$ cat src/olt_pkg.sv
// shared types and codes for the ordered list table
package olt_pkg;

  // operation codes carried in the mode field
  localparam logic [2:0] MODE_APPEND = 3'd0;
  localparam logic [2:0] MODE_INSERT = 3'd1;
  localparam logic [2:0] MODE_EDIT   = 3'd2;
  localparam logic [2:0] MODE_DELETE = 3'd3;
  localparam logic [2:0] MODE_READ   = 3'd4;
  localparam logic [2:0] MODE_FIND   = 3'd5;

  // result status codes
  localparam logic [2:0] ST_OK        = 3'd0;
  localparam logic [2:0] ST_BAD_INDEX = 3'd1;
  localparam logic [2:0] ST_EMPTY     = 3'd2;
  localparam logic [2:0] ST_FULL      = 3'd3;
  localparam logic [2:0] ST_NOT_FOUND = 3'd4;

  // capacity loaded at reset
  localparam logic [6:0] CAP_RESET = 7'd3;

  // request item
  typedef struct packed {
    logic [2:0]         mode;
    logic [5:0]         position;
    logic signed [31:0] value;
  } cmd_t;

  // result item
  typedef struct packed {
    logic [2:0]         status;
    logic signed [31:0] read_value;
    logic [5:0]         found_position;
    logic [6:0]         element_count;
    logic [7:0]         logical_capacity;
    logic               is_empty;
    logic               is_full;
  } res_t;

  // controller states
  typedef enum logic [3:0] {
    S_IDLE,
    S_DECODE,
    S_PRIME,
    S_SHIFT,
    S_PUT,
    S_READ,
    S_FIND,
    S_DONE
  } state_t;

  // cursor setup for a walk over the store
  typedef enum logic [1:0] {
    CUR_NONE,
    CUR_INSERT,
    CUR_DELETE,
    CUR_FIND
  } cur_sel_t;

  // memory write source
  typedef enum logic [1:0] {
    WR_NONE,
    WR_APPEND,
    WR_PUT,
    WR_SHIFT
  } wr_sel_t;

  // commands from controller to datapath
  typedef struct packed {
    logic       capture;
    cur_sel_t   cur_sel;
    logic       advance;
    wr_sel_t    wr_sel;
    logic       read_pos;
    logic       grow_inc;
    logic       dec_shrink;
    logic       take_read;
    logic       take_find;
    logic       set_status;
    logic [2:0] status;
    logic       load_result;
  } ctl_t;

  // status from datapath to controller
  typedef struct packed {
    logic [2:0] mode;
    logic       count_zero;
    logic       count_at_depth;
    logic       pos_gt_count;
    logic       pos_ge_count;
    logic       up_needed;
    logic       down_needed;
    logic       at_end;
    logic       hit;
    logic       slot_free;
  } sts_t;

endpackage

$ cat src/olt_ram.sv
// generic single write port ram with registered read
module olt_ram #(
  parameter int WIDTH = 32,
  parameter int DEPTH = 64
) (
  input  logic                     clk,
  input  logic                     we,
  input  logic [$clog2(DEPTH)-1:0] waddr,
  input  logic [WIDTH-1:0]         wdata,
  input  logic [$clog2(DEPTH)-1:0] raddr,
  output logic [WIDTH-1:0]         rdata
);

  logic [WIDTH-1:0] mem [DEPTH];

  // write port
  always_ff @(posedge clk) begin
    if (we) begin
      mem[waddr] <= wdata;
    end
  end

  // registered read port
  always_ff @(posedge clk) begin
    rdata <= mem[raddr];
  end

endmodule

$ cat src/olt_ctrl.sv
// controller state machine for the ordered list table
module olt_ctrl (
  input  logic          clk,
  input  logic          rst,
  input  logic          cmd_valid,
  output logic          cmd_stall,
  input  olt_pkg::sts_t sts,
  output olt_pkg::ctl_t ctl
);
  import olt_pkg::*;

  state_t state;
  state_t state_next;

  // state register
  always_ff @(posedge clk) begin
    if (rst) begin
      state <= S_IDLE;
    end else begin
      state <= state_next;
    end
  end

  // next state
  always_comb begin
    state_next = state;
    unique case (state)
      S_IDLE: begin
        if (cmd_valid) state_next = S_DECODE;
      end
      S_DECODE: begin
        unique case (sts.mode)
          MODE_INSERT: begin
            priority if (sts.pos_gt_count || sts.count_at_depth) state_next = S_DONE;
            else if (sts.up_needed) state_next = S_PRIME;
            else state_next = S_PUT;
          end
          MODE_DELETE: begin
            priority if (sts.count_zero || sts.pos_ge_count) state_next = S_DONE;
            else if (sts.down_needed) state_next = S_PRIME;
            else state_next = S_DONE;
          end
          MODE_READ: begin
            priority if (sts.count_zero || sts.pos_ge_count) state_next = S_DONE;
            else state_next = S_READ;
          end
          MODE_FIND: begin
            if (sts.count_zero) state_next = S_DONE;
            else state_next = S_PRIME;
          end
          default: state_next = S_DONE;
        endcase
      end
      S_PRIME: begin
        if (sts.mode == MODE_FIND) state_next = S_FIND;
        else state_next = S_SHIFT;
      end
      S_SHIFT: begin
        if (sts.at_end) begin
          if (sts.mode == MODE_INSERT) state_next = S_PUT;
          else state_next = S_DONE;
        end
      end
      S_PUT:  state_next = S_DONE;
      S_READ: state_next = S_DONE;
      S_FIND: begin
        if (sts.hit || sts.at_end) state_next = S_DONE;
      end
      S_DONE: begin
        if (sts.slot_free) state_next = S_IDLE;
      end
      default: state_next = S_IDLE;
    endcase
  end

  // command outputs
  always_comb begin
    cmd_stall       = 1'b1;
    ctl.capture     = 1'b0;
    ctl.cur_sel     = CUR_NONE;
    ctl.advance     = 1'b0;
    ctl.wr_sel      = WR_NONE;
    ctl.read_pos    = 1'b0;
    ctl.grow_inc    = 1'b0;
    ctl.dec_shrink  = 1'b0;
    ctl.take_read   = 1'b0;
    ctl.take_find   = 1'b0;
    ctl.set_status  = 1'b0;
    ctl.status      = ST_OK;
    ctl.load_result = 1'b0;
    unique case (state)
      S_IDLE: begin
        cmd_stall   = 1'b0;
        ctl.capture = cmd_valid;
      end
      S_DECODE: begin
        ctl.set_status = 1'b1;
        unique case (sts.mode)
          MODE_APPEND: begin
            if (sts.count_at_depth) begin
              ctl.status = ST_FULL;
            end else begin
              ctl.wr_sel   = WR_APPEND;
              ctl.grow_inc = 1'b1;
            end
          end
          MODE_INSERT: begin
            priority if (sts.pos_gt_count) ctl.status = ST_BAD_INDEX;
            else if (sts.count_at_depth) ctl.status = ST_FULL;
            else if (sts.up_needed) ctl.cur_sel = CUR_INSERT;
            else ctl.status = ST_OK;
          end
          MODE_EDIT, MODE_DELETE, MODE_READ: begin
            priority if (sts.count_zero) begin
              ctl.status = ST_EMPTY;
            end else if (sts.pos_ge_count) begin
              ctl.status = ST_BAD_INDEX;
            end else if (sts.mode == MODE_EDIT) begin
              ctl.wr_sel = WR_PUT;
            end else if (sts.mode == MODE_READ) begin
              ctl.read_pos = 1'b1;
            end else if (sts.down_needed) begin
              ctl.cur_sel = CUR_DELETE;
            end else begin
              ctl.dec_shrink = 1'b1;
            end
          end
          MODE_FIND: begin
            ctl.status = ST_NOT_FOUND;
            if (!sts.count_zero) ctl.cur_sel = CUR_FIND;
          end
          default: ctl.status = ST_OK;
        endcase
      end
      S_PRIME: begin
        ctl.advance = 1'b1;
      end
      S_SHIFT: begin
        ctl.wr_sel  = WR_SHIFT;
        ctl.advance = 1'b1;
        if (sts.at_end && sts.mode == MODE_DELETE) ctl.dec_shrink = 1'b1;
      end
      S_PUT: begin
        ctl.wr_sel   = WR_PUT;
        ctl.grow_inc = 1'b1;
      end
      S_READ: begin
        ctl.take_read = 1'b1;
      end
      S_FIND: begin
        if (sts.hit) begin
          ctl.take_find  = 1'b1;
          ctl.set_status = 1'b1;
          ctl.status     = ST_OK;
        end else begin
          ctl.advance = 1'b1;
        end
      end
      S_DONE: begin
        ctl.load_result = sts.slot_free;
      end
      default: cmd_stall = 1'b1;
    endcase
  end

endmodule

$ cat src/olt_dp.sv
// datapath for the ordered list table: store, counters, cursor, result register
module olt_dp #(
  parameter int DEPTH     = 64,
  parameter int WORD_BITS = 32
) (
  input  logic          clk,
  input  logic          rst,
  input  olt_pkg::cmd_t cmd,
  input  logic          cfg_write_enable,
  input  logic [6:0]    cfg_write_data,
  output logic          res_valid,
  input  logic          res_stall,
  output olt_pkg::res_t res,
  input  olt_pkg::ctl_t ctl,
  output olt_pkg::sts_t sts
);
  import olt_pkg::*;

  localparam int IDX_W = $clog2(DEPTH);
  localparam int CNT_W = $clog2(DEPTH + 1);
  localparam int CAP_W = ($clog2(DEPTH) + 2 > 8) ? $clog2(DEPTH) + 2 : 8;
  localparam int CMP_W = ((CNT_W > 6) ? CNT_W : 6) + 1;
  localparam logic [CNT_W-1:0] DEPTH_CNT = CNT_W'(DEPTH);

  // latched item
  logic [2:0]           mode;
  logic [5:0]           pos;
  logic [WORD_BITS-1:0] val;

  // list state
  logic [CNT_W-1:0] count;
  logic [CAP_W-1:0] cap;

  // walk cursor
  logic [IDX_W-1:0] cursor;
  logic [IDX_W-1:0] last;
  logic [IDX_W-1:0] end_idx;
  logic             descend;

  // result fields under construction
  logic [2:0]           status;
  logic [WORD_BITS-1:0] rd;
  logic [5:0]           fpos;

  // memory port
  logic                 ram_we;
  logic [IDX_W-1:0]     ram_waddr;
  logic [WORD_BITS-1:0] ram_wdata;
  logic [IDX_W-1:0]     ram_raddr;
  logic [WORD_BITS-1:0] ram_rdata;

  // comparison operands
  logic [CMP_W-1:0] pos_cmp;
  logic [CMP_W-1:0] cnt_cmp;
  logic [IDX_W-1:0] pos_idx;
  logic [IDX_W-1:0] cnt_idx;
  logic [IDX_W-1:0] last_idx;
  logic [CNT_W-1:0] count_dec;
  logic [CAP_W-1:0] cnt_cap;
  logic [CAP_W-1:0] cnt_dec_cap;
  logic             slot_free;

  assign pos_cmp     = CMP_W'(pos);
  assign cnt_cmp     = CMP_W'(count);
  assign pos_idx     = IDX_W'(pos);
  assign cnt_idx     = IDX_W'(count);
  assign last_idx    = IDX_W'(count - CNT_W'(1));
  assign count_dec   = count - CNT_W'(1);
  assign cnt_cap     = CAP_W'(count);
  assign cnt_dec_cap = CAP_W'(count_dec);
  assign slot_free   = !res_valid || !res_stall;

  // status toward the controller
  assign sts.mode           = mode;
  assign sts.count_zero     = (count == '0);
  assign sts.count_at_depth = (count >= DEPTH_CNT);
  assign sts.pos_gt_count   = (pos_cmp > cnt_cmp);
  assign sts.pos_ge_count   = (pos_cmp >= cnt_cmp);
  assign sts.up_needed      = (pos_cmp < cnt_cmp);
  assign sts.down_needed    = ((pos_cmp + CMP_W'(1)) < cnt_cmp);
  assign sts.at_end         = (last == end_idx);
  assign sts.hit            = (ram_rdata == val);
  assign sts.slot_free      = slot_free;

  // memory write select
  always_comb begin
    ram_we    = 1'b0;
    ram_waddr = pos_idx;
    ram_wdata = val;
    unique case (ctl.wr_sel)
      WR_APPEND: begin
        ram_we    = 1'b1;
        ram_waddr = cnt_idx;
      end
      WR_PUT: begin
        ram_we = 1'b1;
      end
      WR_SHIFT: begin
        ram_we    = 1'b1;
        ram_waddr = descend ? last + IDX_W'(1) : last - IDX_W'(1);
        ram_wdata = ram_rdata;
      end
      default: ram_we = 1'b0;
    endcase
  end

  assign ram_raddr = ctl.read_pos ? pos_idx : cursor;

  olt_ram #(
    .WIDTH (WORD_BITS),
    .DEPTH (DEPTH)
  ) u_store (
    .clk   (clk),
    .we    (ram_we),
    .waddr (ram_waddr),
    .wdata (ram_wdata),
    .raddr (ram_raddr),
    .rdata (ram_rdata)
  );

  // item capture
  always_ff @(posedge clk) begin
    if (ctl.capture) begin
      mode <= cmd.mode;
      pos  <= cmd.position;
      val  <= WORD_BITS'(cmd.value);
    end
  end

  // count and logical capacity
  always_ff @(posedge clk) begin
    if (rst) begin
      count <= '0;
      cap   <= CAP_W'(CAP_RESET);
    end else begin
      if (ctl.grow_inc) begin
        count <= count + CNT_W'(1);
        if (cnt_cap >= cap) cap <= cap << 1;
      end else if (ctl.dec_shrink) begin
        count <= count_dec;
        if (cap > CAP_W'(1) && cnt_dec_cap <= (cap >> 1)) cap <= cap >> 1;
      end
      if (cfg_write_enable) begin
        cap <= (cfg_write_data == '0) ? CAP_W'(1) : CAP_W'(cfg_write_data);
      end
    end
  end

  // walk cursor over the store
  always_ff @(posedge clk) begin
    unique case (ctl.cur_sel)
      CUR_INSERT: begin
        cursor  <= last_idx;
        end_idx <= pos_idx;
        descend <= 1'b1;
      end
      CUR_DELETE: begin
        cursor  <= pos_idx + IDX_W'(1);
        end_idx <= last_idx;
        descend <= 1'b0;
      end
      CUR_FIND: begin
        cursor  <= '0;
        end_idx <= last_idx;
        descend <= 1'b0;
      end
      default: begin
        if (ctl.advance) begin
          last   <= cursor;
          cursor <= descend ? cursor - IDX_W'(1) : cursor + IDX_W'(1);
        end
      end
    endcase
  end

  // result fields
  always_ff @(posedge clk) begin
    if (ctl.capture) begin
      rd     <= '0;
      fpos   <= '0;
      status <= ST_OK;
    end else begin
      if (ctl.set_status) status <= ctl.status;
      if (ctl.take_read) rd <= ram_rdata;
      if (ctl.take_find) fpos <= 6'(last);
    end
  end

  // output register
  always_ff @(posedge clk) begin
    if (rst) begin
      res_valid <= 1'b0;
    end else if (ctl.load_result) begin
      res_valid <= 1'b1;
    end else if (!res_stall) begin
      res_valid <= 1'b0;
    end
  end

  always_ff @(posedge clk) begin
    if (ctl.load_result) begin
      res.status           <= status;
      res.read_value       <= 32'(rd);
      res.found_position   <= fpos;
      res.element_count    <= 7'(count);
      res.logical_capacity <= 8'(cap);
      res.is_empty         <= (count == '0);
      res.is_full          <= (cnt_cap == cap);
    end
  end

endmodule

$ cat src/ordered_list_table.sv
// top level of the ordered list table
//
// A positional list of up to DEPTH signed words. Each request item on the cmd
// channel carries one operation (append, insert, edit, delete, read, find);
// each yields exactly one result item on the res channel with status, count,
// logical capacity and the empty and full flags.
// Both channels move an item at a clock edge where valid is high and stall low.
// States per item, from acceptance to the result being registered:
//   append, edit, refused or unused operations: decode, done
//   read: decode, read, done
//   insert: decode, prime, shift walk, put, done when elements move, else decode, put, done
//   delete: decode, prime, shift walk, done when elements move, else decode, done
//   find: decode, prime, find walk to the first match or the end, done; decode, done if empty
// The walk is set by the store's read and write ports: one entry is read and one moved
// per cycle. A new request is taken in the cycle after the result is loaded
// into the output register, even while that result is still stalled.
// A stalled result holds the output register; the next item then waits in its
// last step until the register frees. Synchronous reset empties the list and
// loads capacity 3; no clearing pass runs, the store is left as it is.
// A cfg write loads the capacity (zero is taken as one) and keeps the data.
module ordered_list_table #(
  parameter int DEPTH     = 64,
  parameter int WORD_BITS = 32
) (
  input  logic          clk,
  input  logic          rst,
  input  logic          cmd_valid,
  output logic          cmd_stall,
  input  olt_pkg::cmd_t cmd,
  output logic          res_valid,
  input  logic          res_stall,
  output olt_pkg::res_t res,
  input  logic          cfg_write_enable,
  input  logic [6:0]    cfg_write_data
);
  import olt_pkg::*;

  ctl_t ctl;
  sts_t sts;

  // sequencer
  olt_ctrl u_ctrl (
    .clk       (clk),
    .rst       (rst),
    .cmd_valid (cmd_valid),
    .cmd_stall (cmd_stall),
    .sts       (sts),
    .ctl       (ctl)
  );

  // store and arithmetic
  olt_dp #(
    .DEPTH     (DEPTH),
    .WORD_BITS (WORD_BITS)
  ) u_dp (
    .clk              (clk),
    .rst              (rst),
    .cmd              (cmd),
    .cfg_write_enable (cfg_write_enable),
    .cfg_write_data   (cfg_write_data),
    .res_valid        (res_valid),
    .res_stall        (res_stall),
    .res              (res),
    .ctl              (ctl),
    .sts              (sts)
  );

endmodule

$ cat config.mk
export PLATFORM = sky130hd
export DESIGN_NAME = ordered_list_table
export DESIGN_NICKNAME = d
export VERILOG_FILES = /design/src/olt_pkg.sv /design/src/olt_ram.sv /design/src/olt_ctrl.sv /design/src/olt_dp.sv /design/src/ordered_list_table.sv
export SDC_FILE = /design/constraint.sdc
export NUM_CORES = 2
export LEC_CHECK = 0
export ABC_AREA = 1
export BUFFER_PORTS_ARGS = -buffer_cell sky130_fd_sc_hd__buf_4
export CAP_MARGIN = 40
export CORE_MARGIN = 4
export CORE_UTILIZATION = 40
export CTS_CLUSTER_DIAMETER = 50
export DETAILED_ROUTE_END_ITERATION = 6
export PLACE_DENSITY = 0.6
export SETUP_SLACK_MARGIN = 0.05
export SLEW_MARGIN = 20
export SYNTH_ARGS = -nofsm -noshare
export SYNTH_HDL_FRONTEND = slang
export SYNTH_SLANG_ARGS = --single-unit
$ cat constraint.sdc
create_clock -name clk -period 5.3 [get_ports clk]
set_input_delay 1.06 -clock clk [delete_from_list [all_inputs] [get_ports clk]]
set_output_delay 1.06 -clock clk [all_outputs]
set_load 0.02 [all_outputs]
==> results.sh <==
export IMPL_postCtsSetupRepairBufs=0
export IMPL_reg2reg_from="u_dp.descend"
export IMPL_leakagePower_nw=47.2
export IMPL_clk_path_buf_depth=3
export IMPL_wire_per_inst_um=21.8
export IMPL_antenna_found_initial=6
export IMPL_htreeDepth=4
export IMPL_timing_hold_ws_ns=0.354
export IMPL_synth_avg_cell_area_um2=10.2
export IMPL_hold_start="cmd[23]"
export IMPL_clock_skew_ns=0.0385
export IMPL_drt_initial_drc_count=7815
export IMPL_crit_family="simple AND/OR/NAND/NOR gates"
export IMPL_hold_buffers=0
export IMPL_clkPwrFrac_pct=26.4
export IMPL_synth_top_area_share_pct=65.8
export IMPL_cts_root_buf="clkbuf_16"
export IMPL_ir_worst_vdd_mv=0.512
export IMPL_final_antenna_net_count=0
export IMPL_maxCapViolations=0
export IMPL_synth_cell_types=46
export IMPL_synthFlopType="edfxtp_1"
export IMPL_p_int_mw=36.9
export IMPL_ys_ff_latch=2258
export IMPL_cts_tree="done"
export IMPL_die_h_um=505
export IMPL_grt_max_degree=103
export IMPL_ff2ff_setup_slack_ns=0.52
export IMPL_seq_area_frac_synth_pct=67.7
export IMPL_ys_top_cells_by_area="edfxtp_1 (66%), nand3_1 (10%), nand2_1 (9.1%)"
export IMPL_stdcell_area_um2=113000
export IMPL_tns_ns=0
export IMPL_drv_slew=0
export IMPL_wl_um=288000
export IMPL_cp_common_cell="nor2_1"
export IMPL_slowest_delay_ns=0.74
export IMPL_p_per_area_nw_per_um2=541
export IMPL_area_growth_pct=14.0
export IMPL_place_area_um2=105000
export IMPL_period_minus_slack_ns=4.78
export IMPL_final_cell_mix="nand2_1 (2375), edfxtp_1 (2166), nand3_1 (2028), inv_1 (2006), buf_4 (268)"
export IMPL_firstDrtPassIters=7
export IMPL_cp_end_kind="flip-flop"
export IMPL_clk_latency_ns=0.88
export IMPL_async_flop_share_pct=0
export IMPL_hp_class="input pin to flip-flop"
export IMPL_cp_cell_sequence="inv_1 -> ha_1 -> a21oi_1 -> nor2_1 -> nor2_1 -> nor2_1 -> nor2_1 -> nor2_1 -> nor2_1 -> xor2_1 -> nand2_1 -> nand2_1 -> nor2_1 -> inv_1 -> nor2_1 -> nand2_1 -> nor2_4 -> buf_12"
export IMPL_finalSetupViolCount=0
export IMPL_yosysWarnings=0
export IMPL_synth_edf_count=2166
export IMPL_swShare_pct=39.5
export IMPL_final_nets=9850
export IMPL_portBuffers=112
export IMPL_grt_ovfl_total=0
export IMPL_grt_pass1_wl_um=424000
export IMPL_reg2reg_depth=18
export IMPL_synth_area_leader_cell="edfxtp_1"
export IMPL_cp_buffers_inverters=3
export IMPL_start_kind="flip-flop"
export IMPL_power_frac_comb_pct=36.4
export IMPL_die_area_um2=255000
export IMPL_coreArea_um2=246000
export IMPL_dp_hpwl_um=163000
export IMPL_viasPerCell=5.16
export IMPL_vias=68000
export IMPL_fmax_ghz=0.209
export IMPL_grt_pass1_vias=64900
export IMPL_io_pins=113
export IMPL_cp_slowest_cell="nor2_4"
export IMPL_critPathMaxFanout=20
export IMPL_drive_gt1_share_pct=8.50
export IMPL_instances_no_fill=13200
export IMPL_n_fill_cell=22400
export IMPL_required_ns=5.87
export IMPL_cts_reportedPaths_clkPinSlew_ns=0.06
export IMPL_drc=0
export IMPL_cts_num_sinks=2258
export IMPL_min_to="u_dp.val[23]"
export IMPL_seq_power_share_pct=37.2
export IMPL_initial_core_util_pct=40.2
export IMPL_worst_pin_slew_ns=0.859
export IMPL_cts_resized=0
export IMPL_status="complete, no violations"
export IMPL_crit_start="u_dp.descend"
export IMPL_relSlewSlack_pct=42.7
export IMPL_place_gp_congestion=0.885
export IMPL_rsz0062_at_grt="no"
export IMPL_r2r_end="u_dp.u_store.mem[20][2]"
export IMPL_final_common_cell="nand2_1"
export IMPL_period_share_pct=90.2
export IMPL_min_path_cells=1
export IMPL_arrival_ns=5.35
export IMPL_p_switching_mw=24.1
export IMPL_numPlacedInstances=12700
export IMPL_numCtsBuffers=237
export IMPL_num_rows=182
export IMPL_hold_viol=0
export IMPL_synth_cell_area_um2=98800
export IMPL_grtUsageTotal_pct=22.0
export IMPL_synth_nets=9743
export IMPL_die_w_um=505
export IMPL_syn_inst=9649
export IMPL_critPathKind="flip-flop to flip-flop"
flip-flops by register name (all words and copies together), names as in the netlist:
| register | flops |
|---|---|
| u_ctrl.state | 3 |
| u_dp.cap | 8 |
| u_dp.count | 7 |
| u_dp.cursor | 6 |
| u_dp.descend | 1 |
| u_dp.end_idx | 6 |
| u_dp.fpos | 6 |
| u_dp.last | 6 |
| u_dp.mode | 3 |
| u_dp.pos | 6 |
| u_dp.rd | 32 |
| u_dp.res | 58 |
| u_dp.res_valid | 1 |
| u_dp.status | 3 |
| u_dp.u_store.mem | 2048 |
| u_dp.u_store.rdata | 32 |
| u_dp.val | 32 |
layer usage:
layer / share of wire [%] / up-vias / track usage (%)
met5: 0 / - / 0
met1: 41 / 32900 / 29.9
li1: - / 31600 / -
met2: 47 / 2996 / 35.7
met3: 8.4 / 547 / 3.54
met4: 3.7 / 0 / 8.12
final cells by class:
cell class	count	area, µm²	share of cell area (%)
well taps	3220	4030	3.58
repair buffers	352	3720	3.30
flip-flops and latches	2258	66900	59.4
clock inverters	146	1210	1.07
inverters	2013	7570	6.72
diodes	1	2.50	0.00222
multi-input cells	4894	22900	20.3
clock buffers	299	6340	5.63
cells in the mapped netlist (39+ instances only):
| library cell | count |
|---|---|
| inv_1 | 2007 |
| nand2_1 | 2395 |
| ha_1 | 39 |
| nand3_1 | 2029 |
| nand4_1 | 46 |
| dfxtp_1 | 92 |
| clkbuf_1 | 92 |
| buf_2 | 348 |
| a21oi_1 | 79 |
| nor2_1 | 130 |
| o21ai_0 | 48 |
| edfxtp_1 | 2166 |
power groups by stage:
stage	clock network, mW	logic [mW]	registers [mW]
after global routing	17.1	24.1	22.7
after global placement	0	21.5	23.0
after detailed placement	0	21.9	23.0
after CTS	16.3	22.0	22.6
final	16.1	22.2	22.6
after floorplan	0	13.5	22.7
per-stage QoR:
step           setup WS, ns  utilization (%)  total power, mW
2_1_floorplan         0.225                -             36.3
3_3_place_gp          0.561             42.6             44.5
3_5_place_dp          0.692             42.7             44.9
4_1_cts               0.657             45.8             60.9
5_1_grt               0.325             45.8             63.9
6_report              0.519             45.8             60.9
cell families (layout without fill, tap and decap cells):
| logic type | Yosys count | count (layout) | share of synthesized area, % |
|---|---|---|---|
| AOI/OAI and AO/OA | 168 | 168 | 0.959 |
| xor gates and xnor gates | 36 | 36 | 0.319 |
| adders and majority gates | 41 | 41 | 0.534 |
| buffers and inverters | 2497 | 2810 | 9.99 |
| DFF | 2258 | 2258 | 67.7 |
| other | 0 | 1 | 0 |
| and+or+nand+nor | 4649 | 4649 | 20.5 |
worst max-delay path by stage:
stage / to / cells after the start
after floorplan: u_dp.u_store.mem[32][0] / 14
after global placement: u_dp.u_store.mem[20][28] / 18
after detailed placement: u_dp.u_store.mem[20][31] / 18
after CTS: u_dp.u_store.mem[20][2] / 18
after global routing: u_dp.u_store.mem[20][4] / 18
final: u_dp.u_store.mem[20][2] / 18
No activity file was read; power rests on OpenSTA's default activity.
